<file path="src/blws_pkg.sv">
// ----------------------------------------------------------------------------
// blws_pkg
// Shared types and codes for the bounded list with search.
// ----------------------------------------------------------------------------
package blws_pkg;

  // Width of one stored value.
  localparam int VALUE_W = 32;

  // Width of the action selector and of the status code.
  localparam int ACTION_W = 2;
  localparam int STATUS_W = 2;

  // Action carried with each request.
  typedef enum logic [ACTION_W-1:0] {
    ACT_PUSH_FRONT   = 2'd0,
    ACT_APPEND_BACK  = 2'd1,
    ACT_REMOVE_FRONT = 2'd2,
    ACT_SEARCH       = 2'd3
  } action_t;

  // Status reported with each result.
  typedef enum logic [STATUS_W-1:0] {
    STAT_DONE  = 2'd0,
    STAT_EMPTY = 2'd1,
    STAT_FULL  = 2'd2
  } status_t;

  // Result flags handed from the sequencer to the output stage.
  typedef struct packed {
    logic    found;
    status_t status;
  } result_t;

endpackage

</file>
<file path="src/blws_mem.sv">
// ----------------------------------------------------------------------------
// blws_mem
// Entry store: one write port and one read port, read data registered.
// ----------------------------------------------------------------------------
module blws_mem #(
  parameter int DEPTH = 16
) (
  input  logic                                clk,
  input  logic                                we,
  input  logic [$clog2(DEPTH)-1:0]            waddr,
  input  logic [blws_pkg::VALUE_W-1:0]        wdata,
  input  logic                                re,
  input  logic [$clog2(DEPTH)-1:0]            raddr,
  output logic [blws_pkg::VALUE_W-1:0]        rdata
);

  logic [blws_pkg::VALUE_W-1:0] mem [DEPTH];

  // Write port.
  always_ff @(posedge clk) begin
    if (we) begin
      mem[waddr] <= wdata;
    end
  end

  // Read port; read data is registered.
  always_ff @(posedge clk) begin
    if (re) begin
      rdata <= mem[raddr];
    end
  end

endmodule

</file>
<file path="src/blws_seq.sv">
// ----------------------------------------------------------------------------
// blws_seq
// Sequencer: keeps the front position and count, writes inserted values and
// walks the stored entries through the memory read port during a search.
// ----------------------------------------------------------------------------
module blws_seq #(
  parameter int DEPTH = 16
) (
  input  logic                                clk,
  input  logic                                rst,
  // Request side.
  output logic                                idle,
  input  logic                                req_valid,
  input  blws_pkg::action_t                   req_action,
  input  logic [blws_pkg::VALUE_W-1:0]        req_value,
  // Result side.
  input  logic                                out_free,
  output logic                                res_valid,
  output blws_pkg::result_t                   res,
  output logic [$clog2(DEPTH+1)-1:0]          res_count,
  // Memory port.
  output logic                                mem_we,
  output logic [$clog2(DEPTH)-1:0]            mem_waddr,
  output logic [blws_pkg::VALUE_W-1:0]        mem_wdata,
  output logic                                mem_re,
  output logic [$clog2(DEPTH)-1:0]            mem_raddr,
  input  logic [blws_pkg::VALUE_W-1:0]        mem_rdata
);

  localparam int IW = $clog2(DEPTH);
  localparam int CW = $clog2(DEPTH + 1);

  typedef enum logic [2:0] {
    S_IDLE   = 3'b001,
    S_SEARCH = 3'b010,
    S_RESP   = 3'b100
  } state_t;

  state_t                         state, state_next;
  logic [IW-1:0]                  front, front_next;
  logic [CW-1:0]                  count, count_next;
  logic [CW-1:0]                  ptr, ptr_next;
  logic [IW-1:0]                  walk, walk_next;
  logic [blws_pkg::VALUE_W-1:0]   key, key_next;
  blws_pkg::result_t              pend, pend_next;

  logic [IW-1:0]                  front_inc, front_dec, walk_inc, back_slot;
  logic [IW:0]                    back_sum;
  logic                           full, empty, match;
  blws_pkg::result_t              res_now;

  // Circular position arithmetic; every step stays below twice the depth.
  always_comb begin
    front_inc = (front == IW'(DEPTH - 1)) ? '0 : front + 1'b1;
    front_dec = (front == '0) ? IW'(DEPTH - 1) : front - 1'b1;
    walk_inc  = (walk == IW'(DEPTH - 1)) ? '0 : walk + 1'b1;
    back_sum  = (IW + 1)'(front) + (IW + 1)'(count);
    if (back_sum >= (IW + 1)'(DEPTH)) begin
      back_slot = IW'(back_sum - (IW + 1)'(DEPTH));
    end else begin
      back_slot = IW'(back_sum);
    end
  end

  assign full  = (count == CW'(DEPTH));
  assign empty = (count == '0);
  assign match = (mem_rdata == key);

  // Next-state logic for the sequencer.
  always_comb begin
    state_next = state;
    front_next = front;
    count_next = count;
    ptr_next   = ptr;
    walk_next  = walk;
    key_next   = key;
    pend_next  = pend;
    res_now    = '{found: 1'b0, status: blws_pkg::STAT_DONE};
    res_valid  = 1'b0;
    mem_we     = 1'b0;
    mem_waddr  = front_dec;
    mem_wdata  = req_value;
    mem_re     = 1'b0;
    mem_raddr  = walk;
    idle       = (state == S_IDLE);

    unique case (state)
      S_IDLE: begin
        if (req_valid) begin
          unique case (req_action)
            blws_pkg::ACT_PUSH_FRONT: begin
              if (full) begin
                res_now.status = blws_pkg::STAT_FULL;
              end else begin
                mem_we     = 1'b1;
                mem_waddr  = front_dec;
                front_next = front_dec;
                count_next = count + 1'b1;
              end
            end
            blws_pkg::ACT_APPEND_BACK: begin
              if (full) begin
                res_now.status = blws_pkg::STAT_FULL;
              end else begin
                mem_we     = 1'b1;
                mem_waddr  = back_slot;
                count_next = count + 1'b1;
              end
            end
            blws_pkg::ACT_REMOVE_FRONT: begin
              if (empty) begin
                res_now.status = blws_pkg::STAT_EMPTY;
              end else begin
                front_next = front_inc;
                count_next = count - 1'b1;
              end
            end
            blws_pkg::ACT_SEARCH: begin
              // Start the walk at the front unless there is nothing to read.
              if (!empty) begin
                mem_re     = 1'b1;
                mem_raddr  = front;
                walk_next  = front_inc;
                ptr_next   = CW'(1);
                key_next   = req_value;
                state_next = S_SEARCH;
              end
            end
            default: ;
          endcase

          // Answer right away unless a search walk has started.
          if (!(req_action == blws_pkg::ACT_SEARCH && !empty)) begin
            if (out_free) begin
              res_valid = 1'b1;
            end else begin
              pend_next  = res_now;
              state_next = S_RESP;
            end
          end
        end
      end

      S_SEARCH: begin
        // Read data belongs to the entry at offset ptr - 1.
        if (match || ptr == count) begin
          res_now.found = match;
          if (out_free) begin
            res_valid  = 1'b1;
            state_next = S_IDLE;
          end else begin
            pend_next  = res_now;
            state_next = S_RESP;
          end
        end else begin
          mem_re    = 1'b1;
          mem_raddr = walk;
          walk_next = walk_inc;
          ptr_next  = ptr + 1'b1;
        end
      end

      S_RESP: begin
        res_now = pend;
        if (out_free) begin
          res_valid  = 1'b1;
          state_next = S_IDLE;
        end
      end

      default: begin
        state_next = S_IDLE;
      end
    endcase

    res       = res_now;
    res_count = count_next;
  end

  // Control state.
  always_ff @(posedge clk) begin
    if (rst) begin
      state <= S_IDLE;
      front <= '0;
      count <= '0;
    end else begin
      state <= state_next;
      front <= front_next;
      count <= count_next;
    end
  end

  // Search bookkeeping and the held result.
  always_ff @(posedge clk) begin
    ptr  <= ptr_next;
    walk <= walk_next;
    key  <= key_next;
    pend <= pend_next;
  end

endmodule

</file>
<file path="src/bounded_list_with_search_top.sv">
// ----------------------------------------------------------------------------
// bounded_list_with_search_top
// Bounded circular list of signed 32-bit values with insert, append, remove
// and search, one result per request.
// ----------------------------------------------------------------------------
// Requests are handled one at a time. Insert, append and remove are answered
// from the idle state without a walk; a search reads one stored entry per
// cycle through the single read port of the entry memory until it stops at
// the first hit, or after the last stored entry on a miss. A search on an
// empty list answers without reading the memory. Results sit in an output
// register, so a new request is taken while the previous result waits; a
// stalled output holds the sequencer in a one-entry result buffer.
module bounded_list_with_search_top #(
  parameter int DEPTH = 16
) (
  input  logic                                         clk,
  input  logic                                         rst,
  // Request stream.
  input  logic                                         s_axis_tvalid,
  output logic                                         s_axis_tready,
  // tdata: value[31:0]
  input  logic [blws_pkg::VALUE_W-1:0]                 s_axis_tdata,
  // tuser: action[1:0]
  input  logic [blws_pkg::ACTION_W-1:0]                s_axis_tuser,
  // Result stream.
  output logic                                         m_axis_tvalid,
  input  logic                                         m_axis_tready,
  // tdata: status[1:0], found[2], count[3 +: $clog2(DEPTH+1)], zero fill
  output logic [((3 + $clog2(DEPTH + 1) + 7) / 8) * 8-1:0] m_axis_tdata
);

  localparam int CW    = $clog2(DEPTH + 1);
  localparam int IW    = $clog2(DEPTH);
  localparam int OUT_W = ((3 + CW + 7) / 8) * 8;

  logic                          seq_idle;
  logic                          out_free;
  logic                          res_valid;
  blws_pkg::result_t             res;
  logic [CW-1:0]                 res_count;
  logic                          mem_we, mem_re;
  logic [IW-1:0]                 mem_waddr, mem_raddr;
  logic [blws_pkg::VALUE_W-1:0]  mem_wdata, mem_rdata;

  assign s_axis_tready = seq_idle;
  assign out_free      = !m_axis_tvalid || m_axis_tready;

  blws_seq #(
    .DEPTH (DEPTH)
  ) u_seq (
    .clk        (clk),
    .rst        (rst),
    .idle       (seq_idle),
    .req_valid  (s_axis_tvalid),
    .req_action (blws_pkg::action_t'(s_axis_tuser)),
    .req_value  (s_axis_tdata),
    .out_free   (out_free),
    .res_valid  (res_valid),
    .res        (res),
    .res_count  (res_count),
    .mem_we     (mem_we),
    .mem_waddr  (mem_waddr),
    .mem_wdata  (mem_wdata),
    .mem_re     (mem_re),
    .mem_raddr  (mem_raddr),
    .mem_rdata  (mem_rdata)
  );

  blws_mem #(
    .DEPTH (DEPTH)
  ) u_mem (
    .clk   (clk),
    .we    (mem_we),
    .waddr (mem_waddr),
    .wdata (mem_wdata),
    .re    (mem_re),
    .raddr (mem_raddr),
    .rdata (mem_rdata)
  );

  // Output register for the result stream.
  always_ff @(posedge clk) begin
    if (rst) begin
      m_axis_tvalid <= 1'b0;
    end else if (res_valid) begin
      m_axis_tvalid <= 1'b1;
    end else if (m_axis_tready) begin
      m_axis_tvalid <= 1'b0;
    end
  end

  always_ff @(posedge clk) begin
    if (res_valid) begin
      m_axis_tdata <= OUT_W'({res_count, res.found, res.status});
    end
  end

  // A full report always comes with a list that holds DEPTH entries.
  a_full_count: assert property (@(posedge clk) disable iff (rst)
    res_valid && res.status == blws_pkg::STAT_FULL |-> res_count == CW'(DEPTH))
    else $error("full status with count below depth");

  // An empty report always comes with a count of zero.
  a_empty_count: assert property (@(posedge clk) disable iff (rst)
    res_valid && res.status == blws_pkg::STAT_EMPTY |-> res_count == '0)
    else $error("empty status with nonzero count");

  // A hit is only ever reported with a done status.
  a_found_done: assert property (@(posedge clk) disable iff (rst)
    res_valid && res.found |-> res.status == blws_pkg::STAT_DONE)
    else $error("found flag with error status");

  // A new result is never produced while the output register is stalled.
  a_no_overwrite: assert property (@(posedge clk) disable iff (rst)
    m_axis_tvalid && !m_axis_tready |-> !res_valid)
    else $error("result written over a stalled output");

endmodule
</file>
<file path="config.mk">
export PLATFORM = sky130hd
export DESIGN_NAME = bounded_list_with_search_top
export DESIGN_NICKNAME = d
export VERILOG_FILES = /design/src/blws_pkg.sv /design/src/blws_mem.sv /design/src/blws_seq.sv /design/src/bounded_list_with_search_top.sv
export SDC_FILE = /design/constraint.sdc
export NUM_CORES = 1
export LEC_CHECK = 0
export ABC_AREA = 1
export BUFFER_PORTS_ARGS = -buffer_cell sky130_fd_sc_hd__buf_2
export CAP_MARGIN = 20
export CORE_ASPECT_RATIO = 2
export CORE_UTILIZATION = 50
export DETAILED_ROUTE_END_ITERATION = 6
export MAX_ROUTING_LAYER = met4
export PLACE_DENSITY_LB_ADDON = 0.12
export RECOVER_POWER = 50
export SLEW_MARGIN = 0
export SYNTH_ARGS = -nofsm -noshare
export SYNTH_HDL_FRONTEND = slang
export SYNTH_SLANG_ARGS = --single-unit
</file>
<file path="constraint.sdc">
create_clock -name clk -period 8.5 [get_ports clk]
set_clock_uncertainty 0.15 [all_clocks]
set_input_delay 0.85 -clock clk [delete_from_list [all_inputs] [get_ports clk]]
set_output_delay 0.85 -clock clk [all_outputs]
set_load 0.01 [all_outputs]
</file>
* Yosys cells after proc, flatten, opt, wreduce, memory -nomap -nowiden *
Memory sizes are Yosys's and may differ from the RTL's. A register that Yosys moved wholly into a read port is not among the register bits.
Cells that the tools add are included.

cells by class
  add/subtract/negate cells = 8
  magnitude comparators = 1
  equal/unequal tests = 22
  mux-type cells = 69
  bitwise gates (word level) = 1
  reductions and logical operators = 17

operators by type and width
  cell                 count
  $mux 4               17
  $mux 5               8
  $mux 3               13
  $eq 32x32->1         1
  $pmux 5 s2           2
  $mux 1               18
  $ne 2x2->1 const B   9
  $pmux 4 s2           2
  $add 5x1->5 const B  2
  $reduce_and 5->1     2
  $pmux 3 s3           1
  $add 4x1->4 const B  2
  $eq 4x4->1 const B   2
  $pmux 2 s2           2
  $sub 4x1->4 const B  2
  $pmux 3 s2           1
  $reduce_and 6->1     1
  $reduce_bool 2->1    3
  $add 4x5->5          1
  $eq 5x5->1           1
  $eq 5x5->1 const B   1
  $ge 5x5->1 const B   1
  $logic_not 5->1      1
  $sub 5x1->5 const B  1
  other kinds (18)     24

storage, ports and cells
  bits in registers = 65
  RAM bits = 512
  bits of input ports = 38
  output and inout port bits = 10
  logic and storage cells = 129
  memories kept = 1

memories
  name       depth  width  rd ports  clocked after memory_dff  wr ports  line            source
  u_mem.mem  16     32     1         1                         1         blws_mem.sv:17  logic [blws_pkg::VALUE_W-1:0] mem [DEPTH];

* Depth between registers and ports, before layout *
Gate-level depths: netlist of the first run.

  depth after elaboration = 7
  gate-level depth with buffers = 15
  depth with buffers taken out = 14

* Modules after synthesis *
A second synthesis of the first run with hierarchy kept.

second synthesis, totals
  cell total of the unflattened synthesis = 2524
  area total of the unflattened synthesis = 26835.7 µm²

by module, submodules not included
  module                        instances  cells each  area each (µm²)  seq. area each (µm²)
  blws_mem                      1          2120        23064.6          16335.7
  blws_seq                      1          391         3488.3           1561.5
  bounded_list_with_search_top  1          13          282.8            260.2

* Worst setup path after synthesis of the first run *
Ideal clock, no wire load.

  path kind = in2reg
  start = input port s_axis_tvalid
  end = memory u_mem.mem[11][0] (netlist bit) (enable)
  setup time = 0.421 ns
  data arrival time = 3.142 ns
  data required time = 7.929 ns
  slack = 4.787 ns
  stages = 8
  path buffers = 0
  path through = inv_1 -> nor2_8 -> nand2_1 -> nor2_1 -> nand2_1 -> o21ai_0 -> nand3_1 -> nor2_1

on the way
  cells in the longest elaborated chain, start to end = 4
  elaborated cells on any way between the ends = 6
  those cells by class = mux (6)

ends and longest elaborated chain
  what                          line                                source
  start, declared               bounded_list_with_search_top.sv:19  input logic s_axis_tvalid,
  $mux 1                        blws_seq.sv:89                      if (req_valid) begin
  $mux 1                        blws_seq.sv:87                      unique case (state)
  $mux 1                        blws_mem.sv:21                      if (we) begin
  $mux 1 (not written as such)  blws_mem.sv:22                      mem[waddr] <= wdata;
  end, declared                 blws_mem.sv:17

Several ways; a longest one is shown, not always the timed one.

* Worst setup path in the final report of the first run *
  start = register u_seq.count[1]
  end = register u_mem.rdata[20] (netlist bit), read port of u_mem.mem (data pin)

on the way
  cells in the longest elaborated chain, start to end = 5
  elaborated cells on any way between the ends = 12
  those cells by class = eq/ne (1); mux (9); reduce/logical (2)

ends and longest elaborated chain
  what                                  line             source
  start, declared                       blws_seq.sv:41   logic [CW-1:0] count, count_next;
  start signal, assigned                blws_seq.sv:189  count <= count_next;
  $logic_not 5->1                       blws_seq.sv:66   assign empty = (count == '0);
  $mux 1 or $mux 4 (tied branches)      blws_seq.sv:120  if (!empty) begin
  $mux 1 or $mux 4 (tied branches)      blws_seq.sv:90   unique case (req_action)
  $mux 1 or $mux 4 (tied branches)      blws_seq.sv:89
  $pmux 1 s2 or $mux 4 (tied branches)  n/a
  end, declared                         blws_mem.sv:14   output logic [blws_pkg::VALUE_W-1:0] rdata

Several ways; a longest one is shown, not always the timed one.
A chain may end at the register's enable or synchronous reset.

==> results of run 1 <==
[layout make-up]
type,instances,area (um2)
multi-input combinational,1276,6310
antenna,1,2.50
clock buffer,63,1410
tap,671,840
clock inverter,36,338
sequential,609,18200
fill,4626,23900
timing repair buffer,80,450
inverter,551,2070
[placed cells by master (no fill, tap or decap), types with 15 or more instances in the layout]
master / instances
clkbuf_16: 55
clkinv_2: 15
nor2_1: 34
clkbuf_1: 52
nand2_1: 477
inv_1: 547
xnor2_1: 33
edfxtp_1: 596
nor2_4: 17
o21ai_0: 26
nand3b_1: 33
buf_4: 30
nand3_1: 594
[power groups by stage]
stage               sequential [mW]  clock [mW]  combinational, mW
floorplan                      3.47           0              0.384
global placement               3.47           0              0.599
detailed placement             3.47           0              0.607
CTS                            3.41        2.51              0.610
global route                   3.41        2.61              0.657
finish                         3.41        2.48              0.599
[through the flow]
stage,instances,cell area [um2],hold WS [ps],utilization [%]
after global placement,3186,27900,362,52.2
after global routing,3287,29600,423,55.3
after detailed placement,3186,27900,369,52.2
after CTS,3285,29600,384,55.5
final,3287,29600,380,55.3
after floorplan,2561,27100,350,-
[cell families after synthesis]
group | share of synthesized area (%)
simple gates | 19.8
buf+inv | 10.2
flops | 67.1
compound gates | 1.05
xor+xnor | 1.39
fa+ha+maj | 0.490
[flip-flops by register name, summed over array words and instances (netlist names)]
| signal | count |
|---|---|
| u_mem.rdata | 32 |
| m_axis_tvalid | 1 |
| u_seq.pend | 3 |
| u_seq.ptr | 5 |
| m_axis_tdata | 8 |
| u_mem.mem | 512 |
| u_seq.key | 32 |
| u_seq.state | 3 |
| u_seq.front | 4 |
| u_seq.walk | 4 |
| u_seq.count | 5 |
[synth_stat cells, types with 6 or more instances]
cell type and number:
edfxtp_1 596, nand3_1 595, inv_1 547, nand2_1 478, buf_2 67, nor2_1 48
nand3b_1 33, xnor2_1 33, buf_4 30, o21ai_0 26, clkbuf_1 23, a21oi_1 13
dfxtp_1 13, xor2_1 10, ha_1 9, nand2_2 6
[final timing paths]
kind                                             startpoint                   endpoint  depth (start not counted)
worst max-delay path              u_seq.count[1]$_SDFF_PP0_  u_mem.rdata[20]$_DFFE_PP_                         14
worst min-delay path            u_seq.pend[1]$_SDFFCE_PP0P_  m_axis_tdata[1]$_DFFE_PP_                          2
worst max register to register    u_seq.count[1]$_SDFF_PP0_  u_mem.rdata[20]$_DFFE_PP_                         14
worst min register to register  u_seq.pend[1]$_SDFFCE_PP0P_  m_axis_tdata[1]$_DFFE_PP_                          2
[worst max-delay path: cells and delay by family (launching register included)]
| family | cells | cell delay (ps) |
|---|---|---|
| and+or+nand+nor | 10 | 2770 |
| buffers and inverters | 3 | 1160 |
| adders and majority gates | 1 | 260 |
| DFF | 1 | 390 |
[routing by layer]
metal  routed length (um)  up-vias  GRT usage [%]
met5                    0        -              -
met4                 2920        0           11.2
met3                 3530      154           2.44
met2                40200      560           52.5
met1                26700     8954           30.0
li1                     -     8404              -
==> results.cfg, run 1 <==
[timing]
worst_pin_slew_ps = 3060
finalCritPeriodShare_pct = 60.7
rsz0062_at_grt = false
hold_viol_final = 0
period_minus_slack_ps = 5160
drv_slew = 33
final-setup-viol-count = 0
worst_slack_ps = 3340
slew_headroom_pct = -104
fin_setup_tns_ps = 0
timing.fmax_mhz = 194

[place]
dp_hpwl_mm = 38.9
place.gp.congestion = 0.846
dp_worst_setup_slack_ps = 3650
port_buffers = 47

[pwr]
switching_share_pct = 24.4
p_sw_mw = 1.58
p_per_area_nw_per_um2 = 219
p_int_mw = 4.90
comb_power_share_pct = 9.2
seqPwrFrac_pct = 52.6
p_leak_nw = 12.3
total_power_mw = 6.48
irDropWorstVdd_mv = 0.199
p_clk_share_pct = 38.2

[synthesis]
syn-cell-area_um2 = 27100
syn-instance-count = 2561
synth_edf_count = 596
synthFlopType = edfxtp_1
synth_warnings = 0
synth_top_area_share_pct = 66.1
synth_cell_types = 34
postSynthAreaPerCell_um2 = 10.6
synth.area.top_cells = edfxtp_1, nand3_1, inv_1
synth_largest_area_cell = edfxtp_1
synth-seq-area-share_pct = 67.1
ys_seq_elements = 609
synthArstFlopShare_pct = 0
syn-num-nets = 2609

[worst_setup_path]
startpoint_type = register
required_ps = 8700
crit_type = register to register
cp.arrival_ps = 5360
critPathMaxFanout = 101
cp-end-kind = register
ff2ff_setup_slack_ps = 3340
cp_cell_sequence = inv_1 > ha_1 > nand3_2 > nand2_2 > inv_2 > nand2_1 > nand2_4 > nand2_8 > buf_4 > nand2_1 > nand3_1 > nand3_1 > nand3_1 > nand2_1
crit_slowest_cell = buf_4
max_stage_delay_ps = 920

[clocking]
clock_sinks = 609
hold_buffers = 0
cts_tree = built
post-cts-setup-buffers = 0
cts_buffers = 53
clockRootBuffer = clkbuf_16
clock_latency_ps = 610
cts.clk_slew.worst_paths_ps = 70
clk_path_buf_depth = 3
htree_levels = 2
cts_resized = 0

[route]
via_per_inst = 5.50
post_drt_wl_per_cell_um = 22.3
drc = 3
first_pass_iters = 7
ant_nets = 0
wl_mm = 73.3
drtIter0Drc = 1575
dr_total_vias = 18100

[floorplan]
row_count = 120
io_pins = 48
die_area_um2 = 55100
die_x_um = 166
initial_utilization_pct = 50.6
die_h_um = 331
core_area_um2 = 53500

[global_route]
grt_pass1_wl_mm = 109
grt_max_degree = 117
grt.overflow.total = 0
antenna_found_initial = 5
grt_pass1_vias = 17900
grt_usage_pct = 27.9

[finish]
nNetsFinal = 2619
syn2layout_area_growth_pct = 9.32
drive_above_1_share_pct = 5.89

[job]
drv_cap = 1

[outcome]
status = finished with violations
violations = design-rule violations, max-capacitance violations, max-slew violations

[min_path]
hp-class = register to register
(Power assumes the default switching activity.)
==> run 2, diff against run 1 <==
--- a/config.mk
+++ b/config.mk
@@ -5,7 +5,7 @@
 export SDC_FILE = /design/constraint.sdc
 export NUM_CORES = 1
 export LEC_CHECK = 0
-export ABC_AREA = 1
+export ABC_AREA = 0
 export BUFFER_PORTS_ARGS = -buffer_cell sky130_fd_sc_hd__buf_2
 export CAP_MARGIN = 20
 export CORE_ASPECT_RATIO = 2
==> constraint.sdc (replaced) <==
create_clock -name clk -period 4.8 [get_ports clk]
set_clock_uncertainty 0.15 [all_clocks]
set_input_delay 0.48 -clock clk [delete_from_list [all_inputs] [get_ports clk]]
set_output_delay 0.48 -clock clk [all_outputs]
set_load 0.01 [all_outputs]
==> run 2 against run 1 <==
Net effect:
- the flow finishes with violations (max-capacitance violations, max-slew violations)
- setup slack got worse by 2900 ps
- clock power rose by 60%
- synthesized area fell by 12%
- cell count fell by 36%
- hold slack got worse by 270 ps
- largest power group unchanged
==> results.cfg, run 2 <==
[finish]
fillerInstances = 3613
regMostFlops = u_mem.mem
layoutNonFillerInstCount = 2115
final_common_cell = edfxtp_1
top_regs = u_mem.mem: 512 flops, u_mem.rdata: 32 flops, u_seq.key: 32 flops
drive_above_1_share_pct = 10.4
layout_common_cells = edfxtp_1, mux2i_1, o22ai_1, clkbuf_1, clkbuf_16
syn2layout_area_growth_pct = 12.2
nNetsFinal = 1497
largest_reg_flops = 512

[synthesis]
synth_edf_count = 596
synth_cell_types = 52
syn-num-nets = 1411
ys_seq_elements = 609
syn-instance-count = 1363
synth_warnings = 0
syn-cell-area_um2 = 23900
synthArstFlopShare_pct = 0
synth.area.top_cells = edfxtp_1, mux2i_1, o22ai_1
synthTopCellsByCount = edfxtp_1, mux2i_1, o22ai_1
synth.most_common_cell = edfxtp_1
synthFlopType = edfxtp_1
postSynthAreaPerCell_um2 = 17.5
synth-seq-area-share_pct = 76.1
synth_top_area_share_pct = 75.0
synth_largest_area_cell = edfxtp_1

[worst_setup_path]
startpoint_type = register
crit_type = register to register
cp-end-kind = register
r2r_start = u_seq.count[1]$_SDFF_PP0_
cp.arrival_ps = 4450
critPathMaxFanout = 20
r2r_cells = 10
required_ps = 4930
crit_path_start = u_seq.count[1]$_SDFF_PP0_

[timing]
slew_headroom_pct = -35.3
period_minus_slack_ps = 4320
drv_slew = 27
final-setup-viol-count = 0
timing.fmax_mhz = 231
hold_viol_final = 0
worst_pin_slew_ps = 2030
rsz0062_at_grt = false
finalCritPeriodShare_pct = 90.0
fin_setup_tns_ps = 0

[floorplan]
die_x_um = 156
die_h_um = 311
die_area_um2 = 48700
initial_utilization_pct = 50.8
row_count = 112
core_area_um2 = 46900
io_pins = 48

[global_route]
grt_usage_pct = 24.4
grt_max_degree = 87
grt_pass1_vias = 13000
antenna_found_initial = 0
grt.overflow.total = 0
grt_pass1_wl_mm = 82.9

[job]
drv_cap = 1

[outcome]
status = finished with violations
violations = max-capacitance violations, max-slew violations

[pwr]
irDropWorstVdd_mv = 0.286
p_leak_nw = 9.14
p_per_area_nw_per_um2 = 398
total_power_mw = 10.7

[clocking]
hold_buffers = 0
cts.clk_slew.worst_paths_ps = 70
cts_tree = built
clock_sinks = 609
clockRootBuffer = clkbuf_16
cts_resized = 0
cts_buffers = 50
clock_latency_ps = 590
clk_path_buf_depth = 3
htree_levels = 2
post-cts-setup-buffers = 0

[place]
dp_hpwl_mm = 35.3
place.gp.congestion = 0.889
place_inst = 2023
port_buffers = 47

[route]
first_pass_iters = 5
wl_mm = 56.1
drtIter0Drc = 866
post_drt_wl_per_cell_um = 26.5
via_per_inst = 5.85
dr_total_vias = 12400
ant_nets = 0
drc = 0

[min_path]
min_path_cells = 4
hp-class = input port to register
holdCritStartpoint = s_axis_tvalid
-- run 2: cells by family after synthesis --
family / after synthesis / synth area share, %
AOI/OAI and AO/OA: 197 / 5.24
buffers and inverters: 78 / 1.57
xor gates and xnor gates: 50 / 1.83
DFF: 609 / 76.1
and+or+nand+nor: 158 / 3.76
adders and majority gates: 10 / 0.556
muxes: 261 / 11.0
-- run 2: cell type report --
| cell class | instances | area, um2 | share of cell area, % |
|---|---|---|---|
| sequential | 609 | 18200 | 67.8 |
| inverter | 11 | 41.3 | 0.154 |
| clock buffer | 68 | 1340 | 5.00 |
| multi-input combinational | 676 | 5570 | 20.8 |
| tap | 627 | 785 | 2.93 |
| antenna | 1 | 2.50 | 0.00934 |
| timing repair buffer | 101 | 682 | 2.55 |
| clock inverter | 22 | 204 | 0.761 |
-- run 2: final timing paths --
check | slack, ps | to
worst min register to register | 380 | m_axis_tdata[2]$_DFFE_PP_
worst max register to register | 480 | u_mem.rdata[18]$_DFFE_PP_
worst max-delay path | 480 | u_mem.rdata[18]$_DFFE_PP_
worst min-delay path | 110 | u_seq.state[0]$_SDFFE_PP1P_
-- run 2: stage by stage --
stage / util, % / cell area, um2 / hold WS, ps / worst slack (ps)
after CTS: 57.2 / 26800 / 79.4 / 702
after floorplan: - / 23900 / 345 / 509
final: 57.1 / 26800 / 112 / 480
after global placement: 53.9 / 25300 / 361 / 730
after detailed placement: 53.9 / 25300 / 356 / 697
after global routing: 57.1 / 26800 / 116 / 331
-- run 2: where the power goes --
group          switching (mW)  leakage [nW]  internal, mW
clock network            1.79         0.749          2.17
registers              0.0445          5.48          5.98
logic                   0.465          2.90         0.219
-- run 2: layer usage --
layer / track usage, % / vias to the layer above / part of all wire, %
li1: - / 5609 / -
met1: 27.0 / 6421 / 38
met2: 45.2 / 261 / 56
met3: 2.63 / 78 / 3.2
met4: 7.82 / 0 / 2.8
met5: - / - / 0
-- run 2: critical path, stage by stage, from the launching register on --
cell	delay (ps)
dfxtp_1	460
inv_1	130
ha_1	270
or4b_4	260
nand3_4	150
inv_1	740
nor3_1	190
a41oi_4	560
buf_12	270
o22ai_1	120
or4_1	680
==> run 3, diff against run 2 <==
--- a/config.mk
+++ b/config.mk
@@ -13,7 +13,6 @@
 export DETAILED_ROUTE_END_ITERATION = 6
 export MAX_ROUTING_LAYER = met4
 export PLACE_DENSITY_LB_ADDON = 0.12
-export RECOVER_POWER = 50
 export SLEW_MARGIN = 0
 export SYNTH_ARGS = -nofsm -noshare
 export SYNTH_HDL_FRONTEND = slang
==> run 3 against run 2 <==
Net effect:
- the run now ends clean
- critical path type unchanged
- total power about the same
- register-to-register slack gained 210 ps
- die area is the same
- global-route usage stayed put
- combinational power up 1%
- critical path depth stayed put
- via count fell by 0.13%
- hold slack worse by 1.5 ps
- routed wire length is 0.16% lower
==> results.cfg, run 3 (synthesis results as in run 2) <==
[worst_setup_path]
r2r_cells = 10
crit_slowest_cell = or4_1
ff2ff_setup_slack_ps = 690
r2r_start = u_seq.count[1]$_SDFF_PP0_
crit_type = register to register
critPathMaxFanout = 47
cp.arrival_ps = 4240
cp_num_buf_inv = 3
cp_top_family = simple AND/OR/NAND/NOR gates
cp-end-kind = register
required_ps = 4930
max_stage_delay_ps = 680
cpMostUsedCell = buf_12
r2r_end = u_mem.rdata[18]$_DFFE_PP_
cp_cell_sequence = inv_1 > ha_1 > or4b_4 > nand3_4 > mux2i_4 > buf_12 > buf_12 > mux2i_1 > o22ai_1 > or4_1
startpoint_type = register

[pwr]
irDropWorstVdd_mv = 0.286
total_power_mw = 10.7
p_clk_share_pct = 37.1
p_leak_nw = 9.26
comb_power_share_pct = 6.5
seqPwrFrac_pct = 56.4
p_sw_mw = 2.30
p_per_area_nw_per_um2 = 397
switching_share_pct = 21.6
p_int_mw = 8.37

[floorplan]
row_count = 112
die_area_um2 = 48700
die_h_um = 311
initial_utilization_pct = 50.8
io_pins = 48
die_x_um = 156
core_area_um2 = 46900

[route]
ant_nets = 0
wl_mm = 56.0
drtIter0Drc = 855
drc = 0
first_pass_iters = 5
dr_total_vias = 12400
via_per_inst = 5.84
post_drt_wl_per_cell_um = 26.5

[timing]
drv_slew = 0
final-setup-viol-count = 0
timing.fmax_mhz = 244
rsz0062_at_grt = false
holdWs_ps = 111
fin_setup_tns_ps = 0
finalCritPeriodShare_pct = 85.5
hold_viol_final = 0
slew_headroom_pct = 30.1
worst_pin_slew_ps = 1050
period_minus_slack_ps = 4110

[finish]
syn2layout_area_growth_pct = 12.5
nNetsFinal = 1497
drive_above_1_share_pct = 13.4
regMostFlops = u_mem.mem
top_regs = u_mem.mem: 512 flops, u_mem.rdata: 32 flops, u_seq.key: 32 flops
largest_reg_flops = 512
layoutNonFillerInstCount = 2115
layout_common_cells = edfxtp_1, mux2i_1, o22ai_1, clkbuf_16, buf_2
final_common_cell = edfxtp_1

[clocking]
clock_sinks = 609
cts_buffers = 50
cts.clk_slew.worst_paths_ps = 70
clock_latency_ps = 590
clockRootBuffer = clkbuf_16
hold_buffers = 0
htree_levels = 2
clk_path_buf_depth = 3
cts_tree = built
post-cts-setup-buffers = 0
cts_resized = 0

[global_route]
grt_usage_pct = 24.4
grt_pass1_vias = 13000
grt_max_degree = 87
antenna_found_initial = 2
grt_pass1_wl_mm = 82.9
grt.overflow.total = 0

[job]
drv_cap = 0

[place]
place.gp.congestion = 0.889
place_inst = 2023
dp_hpwl_mm = 35.3
port_buffers = 47

[outcome]
status = finished clean

[min_path]
hp-class = input port to register
hold_path_end = u_seq.front[2]$_SDFFE_PP0P_
min_path_cells = 2
holdCritStartpoint = rst
## run 3: cell types whose count changed in the layout (fill, tap and decap cells not counted), sizes merged
cell | previous run | this run
buf | 57 | 100
clkbuf | 112 | 69
## run 3: area by class of cell
type	count	area, um2
Fill cell	3597	20100
Sequential cell	609	18200
Multi-Input combinational cell	676	5570
Clock buffer	68	1340
Tap cell	627	785
Timing Repair Buffer	101	738
Clock inverter	22	204
Inverter	11	41.3
Antenna cell	1	2.50
## run 3: power groups by stage
stage / Clock (mW) / Combinational [mW] / Sequential (mW)
global placement: 0 / 0.682 / 6.13
CTS: 4.04 / 0.697 / 6.02
global route: 4.20 / 0.742 / 6.02
detailed placement: 0 / 0.695 / 6.13
floorplan: 0 / 0.379 / 6.13
finish: 3.96 / 0.691 / 6.02
## run 3: worst max-delay path by stage
stage	startpoint	endpoint	slack (ps)	cells past startpoint
finish	u_seq.count[1]$_SDFF_PP0_	u_mem.rdata[18]$_DFFE_PP_	690	10
global route	u_seq.count[1]$_SDFF_PP0_	u_mem.mem[6][3]$_DFFE_PP_	600	9
CTS	u_seq.count[1]$_SDFF_PP0_	u_mem.rdata[18]$_DFFE_PP_	700	10
detailed placement	u_seq.count[1]$_SDFF_PP0_	u_mem.rdata[18]$_DFFE_PP_	700	10
global placement	u_seq.count[1]$_SDFF_PP0_	u_mem.rdata[18]$_DFFE_PP_	730	10
floorplan	u_seq.count[1]$_SDFF_PP0_	u_mem.mem[6][0]$_DFFE_PP_	510	9
## run 3: metal layers
layer,GRT usage [%],vias up,share of wire [%]
li1,-,5608,-
met4,7.82,0,2.9
met1,27.0,6399,38
met2,45.2,266,56
met3,2.63,80,3.3
met5,-,-,0
## run 3: stage by stage
stage | setup WS [ps] | instance area (um2) | utilization [%]
2_1_floorplan | 509 | 23900 | -
3_3_place_gp | 730 | 25300 | 53.9
3_5_place_dp | 697 | 25300 | 53.9
4_1_cts | 702 | 26800 | 57.2
5_1_grt | 599 | 26800 | 57.2
6_report | 694 | 26800 | 57.2
